File: src/hw/rtl/tcba_pkg.sv
// ----------------------------------------------------------------------------
// tcba_pkg
// shared widths for the three channel block averager and its divider
// ----------------------------------------------------------------------------
package tcba_pkg;

    localparam int SAMPLE_BITS = 12;
    localparam int LIMIT_BITS  = 12;
    localparam int COUNT_BITS  = LIMIT_BITS + 1;
    localparam int SUM_BITS    = SAMPLE_BITS + LIMIT_BITS;
    localparam int NUM_CH      = 3;
    localparam int CH_BITS     = 2;
    localparam int STEP_BITS   = $clog2(SAMPLE_BITS);
    localparam int DATA_BITS   = ((NUM_CH * SAMPLE_BITS + 7) / 8) * 8;

    localparam logic [LIMIT_BITS-1:0] LIMIT_RESET = LIMIT_BITS'(4000);

endpackage

File: src/hw/rtl/tcba_div.sv
// ----------------------------------------------------------------------------
// tcba_div
// restoring divider, one quotient bit per cycle, quotient known to fit
// ----------------------------------------------------------------------------
module tcba_div (
    input  logic                             i_clk,
    input  logic                             i_rst_n,
    input  logic                             i_start,
    input  logic [tcba_pkg::SUM_BITS-1:0]    i_dividend,
    input  logic [tcba_pkg::COUNT_BITS-1:0]  i_divisor,
    output logic                             o_done,
    output logic [tcba_pkg::SAMPLE_BITS-1:0] o_quotient
);

    logic                             r_busy;
    logic                             r_done;
    logic [tcba_pkg::STEP_BITS-1:0]   r_step;
    logic [tcba_pkg::COUNT_BITS-1:0]  r_rem;
    logic [tcba_pkg::SAMPLE_BITS-1:0] r_shift;

    logic [tcba_pkg::COUNT_BITS:0]    w_trial;
    logic [tcba_pkg::COUNT_BITS:0]    w_diff;
    logic                             w_fit;
    logic                             w_last;

    assign w_trial = {r_rem, r_shift[tcba_pkg::SAMPLE_BITS-1]};
    assign w_diff  = w_trial - {1'b0, i_divisor};
    assign w_fit   = (w_trial >= {1'b0, i_divisor});
    assign w_last  = (r_step == tcba_pkg::STEP_BITS'(tcba_pkg::SAMPLE_BITS - 1));

    always_ff @(posedge i_clk) begin
        if (!i_rst_n) begin
            r_busy <= 1'b0;
            r_done <= 1'b0;
            r_step <= '0;
        end else begin
            r_done <= r_busy && !i_start && w_last;
            if (i_start) begin
                r_busy  <= 1'b1;
                r_step  <= '0;
                r_rem   <= tcba_pkg::COUNT_BITS'(
                               i_dividend[tcba_pkg::SUM_BITS-1:tcba_pkg::SAMPLE_BITS]);
                r_shift <= i_dividend[tcba_pkg::SAMPLE_BITS-1:0];
            end else if (r_busy) begin
                r_rem   <= w_fit ? w_diff[tcba_pkg::COUNT_BITS-1:0]
                                 : w_trial[tcba_pkg::COUNT_BITS-1:0];
                r_shift <= {r_shift[tcba_pkg::SAMPLE_BITS-2:0], w_fit};
                r_step  <= r_step + 1'b1;
                if (w_last) begin
                    r_busy <= 1'b0;
                end
            end
        end
    end

    assign o_done     = r_done;
    assign o_quotient = r_shift;

endmodule

File: src/hw/rtl/three_channel_block_averager.sv
// ----------------------------------------------------------------------------
// three_channel_block_averager
// block averaging of three converter channels with a shared divider
// ----------------------------------------------------------------------------
// usage:
//   slave stream takes one converter frame per transfer (three samples in
//   tdata). every frame gives exactly one master stream transfer with the
//   three held window averages in tdata and a window end flag in tuser.
//   a window closes when the frame count exceeds the limit written through
//   i_cfg_wr_en / i_cfg_wr_data (4000 after reset); the averages become
//   floor(sum / count) and the sums and count clear.
// processing:
//   a frame that does not close a window goes from S_IDLE through S_OUT
//   into the output register. a closing frame passes S_DIV first: the
//   single restoring divider runs 12 bit steps per channel, for three
//   channels in turn. tready is low while a frame is processed, so the
//   next frame is taken only once this one is loaded for output.
// reset:
//   synchronous, active low; sums, count and averages clear, limit is 4000.
// stall:
//   one result waits in the output register while the next frame is taken;
//   processing of that frame holds before the output load until it drains.
// ----------------------------------------------------------------------------
module three_channel_block_averager (
    input  logic                             i_clk,
    input  logic                             i_rst_n,
    input  logic                             i_cfg_wr_en,
    input  logic [tcba_pkg::LIMIT_BITS-1:0]  i_cfg_wr_data,
    input  logic                             i_s_tvalid,
    output logic                             o_s_tready,
    // current_sample, force_one_sample, force_two_sample, zero pad
    input  logic [tcba_pkg::DATA_BITS-1:0]   i_s_tdata,
    output logic                             o_m_tvalid,
    input  logic                             i_m_tready,
    // current_average, force_one_average, force_two_average, zero pad
    output logic [tcba_pkg::DATA_BITS-1:0]   o_m_tdata,
    // window_done
    output logic                             o_m_tuser
);

    typedef enum logic [2:0] {
        S_IDLE = 3'b001,
        S_DIV  = 3'b010,
        S_OUT  = 3'b100
    } t_state;

    t_state                           r_state;
    logic [tcba_pkg::LIMIT_BITS-1:0]  r_limit;
    logic [tcba_pkg::COUNT_BITS-1:0]  r_count;
    logic [tcba_pkg::SUM_BITS-1:0]    r_sum [tcba_pkg::NUM_CH];
    logic [tcba_pkg::SAMPLE_BITS-1:0] r_avg [tcba_pkg::NUM_CH];
    logic [tcba_pkg::CH_BITS-1:0]     r_ch;
    logic                             r_div_start;
    logic                             r_win;
    logic                             r_out_valid;
    logic [tcba_pkg::DATA_BITS-1:0]   r_out_data;
    logic                             r_out_user;

    logic                             w_accept;
    logic [tcba_pkg::COUNT_BITS-1:0]  w_count_inc;
    logic                             w_close;
    logic                             w_div_done;
    logic [tcba_pkg::SAMPLE_BITS-1:0] w_quotient;
    logic [tcba_pkg::DATA_BITS-1:0]   w_pack;
    logic                             w_last_ch;
    logic                             w_out_load;

    assign o_s_tready  = (r_state == S_IDLE);
    assign w_accept    = i_s_tvalid && o_s_tready;
    assign w_count_inc = r_count + 1'b1;
    assign w_close     = (w_count_inc > {1'b0, r_limit});
    assign w_last_ch   = (r_ch == tcba_pkg::CH_BITS'(tcba_pkg::NUM_CH - 1));
    assign w_out_load  = (r_state == S_OUT) && (!r_out_valid || i_m_tready);

    always_comb begin
        w_pack = '0;
        for (int c = 0; c < tcba_pkg::NUM_CH; c++) begin
            w_pack[c*tcba_pkg::SAMPLE_BITS +: tcba_pkg::SAMPLE_BITS] = r_avg[c];
        end
    end

    tcba_div u_div (
        .i_clk      (i_clk),
        .i_rst_n    (i_rst_n),
        .i_start    (r_div_start),
        .i_dividend (r_sum[r_ch]),
        .i_divisor  (r_count),
        .o_done     (w_div_done),
        .o_quotient (w_quotient)
    );

    always_ff @(posedge i_clk) begin
        if (!i_rst_n) begin
            r_state     <= S_IDLE;
            r_limit     <= tcba_pkg::LIMIT_RESET;
            r_count     <= '0;
            r_ch        <= '0;
            r_div_start <= 1'b0;
            r_win       <= 1'b0;
            r_out_valid <= 1'b0;
            for (int c = 0; c < tcba_pkg::NUM_CH; c++) begin
                r_sum[c] <= '0;
                r_avg[c] <= '0;
            end
        end else begin
            if (i_cfg_wr_en) begin
                r_limit <= i_cfg_wr_data;
            end
            r_div_start <= (w_accept && w_close)
                           || ((r_state == S_DIV) && w_div_done && !w_last_ch);
            if (w_out_load) begin
                r_out_valid <= 1'b1;
            end else if (i_m_tready) begin
                r_out_valid <= 1'b0;
            end
            case (r_state)
                S_IDLE: begin
                    if (w_accept) begin
                        r_count <= w_count_inc;
                        for (int c = 0; c < tcba_pkg::NUM_CH; c++) begin
                            r_sum[c] <= r_sum[c] + tcba_pkg::SUM_BITS'(
                                i_s_tdata[c*tcba_pkg::SAMPLE_BITS +: tcba_pkg::SAMPLE_BITS]);
                        end
                        r_win <= w_close;
                        if (w_close) begin
                            r_ch    <= '0;
                            r_state <= S_DIV;
                        end else begin
                            r_state <= S_OUT;
                        end
                    end
                end
                S_DIV: begin
                    if (w_div_done) begin
                        r_avg[r_ch] <= w_quotient;
                        if (w_last_ch) begin
                            r_count <= '0;
                            for (int c = 0; c < tcba_pkg::NUM_CH; c++) begin
                                r_sum[c] <= '0;
                            end
                            r_state <= S_OUT;
                        end else begin
                            r_ch <= r_ch + 1'b1;
                        end
                    end
                end
                S_OUT: begin
                    if (w_out_load) begin
                        r_out_data <= w_pack;
                        r_out_user <= r_win;
                        r_state    <= S_IDLE;
                    end
                end
                default: begin
                    r_state <= S_IDLE;
                end
            endcase
        end
    end

    assign o_m_tvalid = r_out_valid;
    assign o_m_tdata  = r_out_data;
    assign o_m_tuser  = r_out_user;

`ifndef SYNTHESIS
    // divider finishes only while the sequencer waits on it
    assert property (@(posedge i_clk) disable iff (!i_rst_n)
        w_div_done |-> (r_state == S_DIV))
        else $error("divider done outside divide phase");

    // frame count never exceeds one above the largest limit
    assert property (@(posedge i_clk) disable iff (!i_rst_n)
        r_count <= tcba_pkg::COUNT_BITS'(1 << tcba_pkg::LIMIT_BITS))
        else $error("frame count out of range");

    // last channel divide clears the window and moves to output load
    assert property (@(posedge i_clk) disable iff (!i_rst_n)
        (r_state == S_DIV) && w_div_done
            && (r_ch == tcba_pkg::CH_BITS'(tcba_pkg::NUM_CH - 1))
        |=> (r_count == '0) && (r_state == S_OUT))
        else $error("window not cleared after last divide");

    // an input transfer always leads to a divide or an output load
    assert property (@(posedge i_clk) disable iff (!i_rst_n)
        w_accept |=> (r_state == S_DIV) || (r_state == S_OUT))
        else $error("input transfer not processed");

    // a divide phase is never entered without a window close
    assert property (@(posedge i_clk) disable iff (!i_rst_n)
        (r_state == S_DIV) |-> r_win)
        else $error("divide without window close");
`endif

endmodule

File: config.mk
export PLATFORM = sky130hd
export DESIGN_NAME = three_channel_block_averager
export DESIGN_NICKNAME = d
export VERILOG_FILES = /design/src/hw/rtl/tcba_pkg.sv /design/src/hw/rtl/tcba_div.sv /design/src/hw/rtl/three_channel_block_averager.sv
export SDC_FILE = /design/constraint.sdc
export NUM_CORES = 1
export LEC_CHECK = 0
export ABC_CLOCK_PERIOD_IN_PS = 3600
export BUFFER_PORTS_ARGS = -buffer_cell sky130_fd_sc_hd__buf_2
export CORE_MARGIN = 2
export CORE_UTILIZATION = 51
export CTS_BUF_LIST = sky130_fd_sc_hd__clkbuf_8
export CTS_CLUSTER_SIZE = 14
export DETAILED_ROUTE_END_ITERATION = 10
export PLACE_DENSITY = 0.7
export SKIP_LAST_GASP = 1
export SYNTH_ARGS = -nofsm -noshare
export SYNTH_HDL_FRONTEND = slang
export SYNTH_SLANG_ARGS = --single-unit
File: constraint.sdc
create_clock -name i_clk -period 3.6 [get_ports i_clk]
set_input_delay 0.72 -clock i_clk [delete_from_list [all_inputs] [get_ports i_clk]]
set_output_delay 0.72 -clock i_clk [all_outputs]
set_load 0.005 [all_outputs]
==> flow_summary.ini <==
[sta]
timing_max_transition_violations_final = 0
rsz0062_at_grt = false
fin_tns_setup_ns = 0
slew_headroom = 0.442
period_share = 0.828
whs_ns = 0.416
finalClockSkew_ns = 0.0162
worstMarginPinSlew_ns = 0.837
final_hold_viol_count = 0
finalSetupViolCount = 0
max_freq_mhz = 335
min_period_ns = 2.98

[logic_synthesis]
yosys-top-cells-area = edfxtp_1, ha_1, dfxtp_1
ys_ff_latch = 211
synth-async-reset-ratio = 0
syn_area_um2 = 11600
synth_edf_count = 170
yosysTopAreaCell = edfxtp_1
synth_cell_types = 56
synth_seq_area_share = 0.511
syn-instance-count = 1099
synth_flop_cell = edfxtp_1
syn_avg_cell_area_um2 = 10.6
synth_top_area_frac = 0.440
yosys_warnings = 0

[cts]
clock-sinks = 211
clk_latency_ns = 0.53
tritoncts = yes
ctsHoldBuffers = 0
clock-root-buffer = clkbuf_8
post_cts_buffers = 0
cts_max_level = 2
cts_buffer_depth = 3
cts-buffers-inserted = 37
path_clk_slew_ns = 0.06
cts_resized = 0

[drt]
routed_wl_um = 24400
via_per_inst = 5.62
drtIter0Drc = 531
wl_met1_um = 11200
dr_wl_met2_um = 11400
wl_per_cell_um = 16.1
ant_nets = 0
vias = 8544
drtPass1Iterations = 5
met3WireLength_um = 1280
highest_layer = met4
remaining_drc_errors = 0

[placed_design]
gp_congestion = 0.875
dpl.cell_count = 1458
hpwl_um = 17600
port_buffers = 91

[power_and_ir_drop]
p_leak_nw = 5.16
power-per-cell-area_nw_per_um2 = 437
peakVddDrop_mv = 0.248

[worst_setup_path]
worstPathArrival_ns = 3.24
end_kind = flip-flop
r2r_start = u_div.o_quotient[11]
cp.required_ns = 3.86
critPathMaxFanout = 22
path_class = flip-flop to flip-flop
cp-startpoint = u_div.o_quotient[11]
start_kind = flip-flop

[floorplan]
start_util = 0.516
rows = 55
ioPinCount = 100
dieArea_um2 = 24000
die_width_um = 155
fp.dieH_um = 155
core_um2 = 22500

[grt]
grt_pass1_wl_um = 39700
overflow = 0
grt_use_total = 0.206
grt_max_degree = 62
antenna_found_initial = 0
grt_pass1_vias = 8210

[layout]
register_area_um2 = 5930
multiInputGateArea_um2 = 5320
num-fill-cells = 1966
nets = 1340
drive_gt1_frac = 0.141
area_growth_pct = 12.6
instances_no_fill = 1521
antenna_cells = 0

[run]
maxCapViolCount = 0

[min_path]
min_from = r_avg[2][8]
min_path_type = flip-flop to flip-flop

[outcome]
status = complete, no violations
synthesized netlist by cell type (27+ instances only):
cell type,instances
edfxtp_1,170
nor2_1,100
nand2_1,82
ha_1,67
a21oi_1,66
inv_1,51
o21ai_0,51
and3_1,41
dfxtp_1,41
mux2i_1,39
xnor2_1,38
xor2_1,27
worst max-delay path, cell delays in order, from the launching register on:
cell	delay (ns)
edfxtp_1	0.46
inv_1	0.23
ha_1	0.24
fa_1	0.20
nand2b_1	0.15
a211oi_1	0.11
o41a_1	0.45
o31ai_2	0.20
buf_4	0.29
nor2_1	0.08
a211oi_1	0.24
a21oi_1	0.07
final cells by class:
type / count / area share
well taps: 285 / 0.0273
clock inverters: 26 / 0.0102
repair buffers: 113 / 0.0475
multi-input cells: 796 / 0.407
clock buffers: 37 / 0.0390
flip-flops and latches: 211 / 0.454
inverters: 53 / 0.0152
cell usage in the layout (no fill, tap or decap), types with 5 or more instances in the layout:
| cell | n |
|---|---|
| a211oi_1 | 16 |
| a21boi_1 | 7 |
| a21o_1 | 16 |
| a21oi_1 | 66 |
| a31oi_1 | 6 |
| and2_1 | 17 |
| and3_1 | 41 |
| buf_2 | 91 |
| buf_4 | 22 |
| clkbuf_8 | 37 |
| clkinv_1 | 5 |
| dfxtp_1 | 41 |
| edfxtp_1 | 170 |
| ha_1 | 67 |
| inv_1 | 67 |
| mux2_2 | 12 |
| mux2i_1 | 39 |
| nand2_1 | 80 |
| nand2b_1 | 15 |
| nand3_1 | 25 |
| nand4_1 | 11 |
| nor2_1 | 100 |
| nor2b_1 | 20 |
| nor3_1 | 22 |
| o211ai_1 | 18 |
| o21a_1 | 17 |
| o21ai_0 | 51 |
| o21ai_1 | 19 |
| or3_1 | 14 |
| or4_1 | 8 |
| xnor2_1 | 38 |
| xor2_1 | 27 |
state kept, by name, summed over array words and instances (netlist names), named ones only:
| signal | count |
|---|---|
| r_div_start | 1 |
| u_div.o_done | 1 |
| r_limit | 12 |
| o_m_tuser | 1 |
| u_div.r_rem | 13 |
| r_win | 1 |
| r_state | 3 |
| r_ch | 2 |
| r_sum | 72 |
| r_count | 13 |
| o_m_tdata | 36 |
| u_div.r_busy | 1 |
| u_div.o_quotient | 12 |
| r_avg | 36 |
| u_div.r_step | 4 |
| o_m_tvalid | 1 |
stage by stage:
| stage | setup WS, ns | utilization | total power, mW | area, um^2 |
|---|---|---|---|---|
| after floorplan | 0.288 | - | 3.52 | 11600 |
| after global placement | 0.501 | 0.552 | 3.74 | 12400 |
| after detailed placement | 0.432 | 0.552 | 3.77 | 12400 |
| after CTS | 0.614 | 0.580 | 5.76 | 13100 |
| after global routing | 0.434 | 0.580 | 5.98 | 13100 |
| final | 0.619 | 0.580 | 5.70 | 13100 |
where the power goes:
group          total, mW  switching (mW)  leakage, nW  internal [mW]
logic              0.826           0.487         2.76          0.339
clock network       1.98           0.954        0.381           1.02
registers           2.90           0.101         2.02           2.80
total               5.70            1.54         5.16           4.16
kinds of logic after synthesis:
| logic type | Yosys count | share of synthesized area |
|---|---|---|
| adders and majority gates | 71 | 0.0791 |
| muxes | 51 | 0.0453 |
| and+or+nand+nor | 361 | 0.152 |
| DFF | 211 | 0.511 |
| xor gates and xnor gates | 65 | 0.0491 |
| other | 1 | 0.000323 |
| AOI/OAI and AO/OA | 244 | 0.131 |
| buffers and inverters | 95 | 0.0327 |
layer usage:
| layer | track usage | up-vias |
|---|---|---|
| li1 | - | 4224 |
| met1 | 0.274 | 4051 |
| met2 | 0.346 | 214 |
| met3 | 0.0328 | 55 |
| met4 | 0.0666 | 0 |
| met5 | 0 | - |
path summary, 6_finish.rpt:
| check | slack (ns) | cells after the start | to |
|---|---|---|---|
| worst min register to register | 0.42 | 0 | o_m_tdata[32] |
| worst min-delay path | 0.42 | 0 | o_m_tdata[32] |
| worst max-delay path | 0.62 | 11 | u_div.r_rem[3] |
| worst max register to register | 0.62 | 11 | u_div.r_rem[3] |
Note: power is estimated with default switching activity, not from simulation.
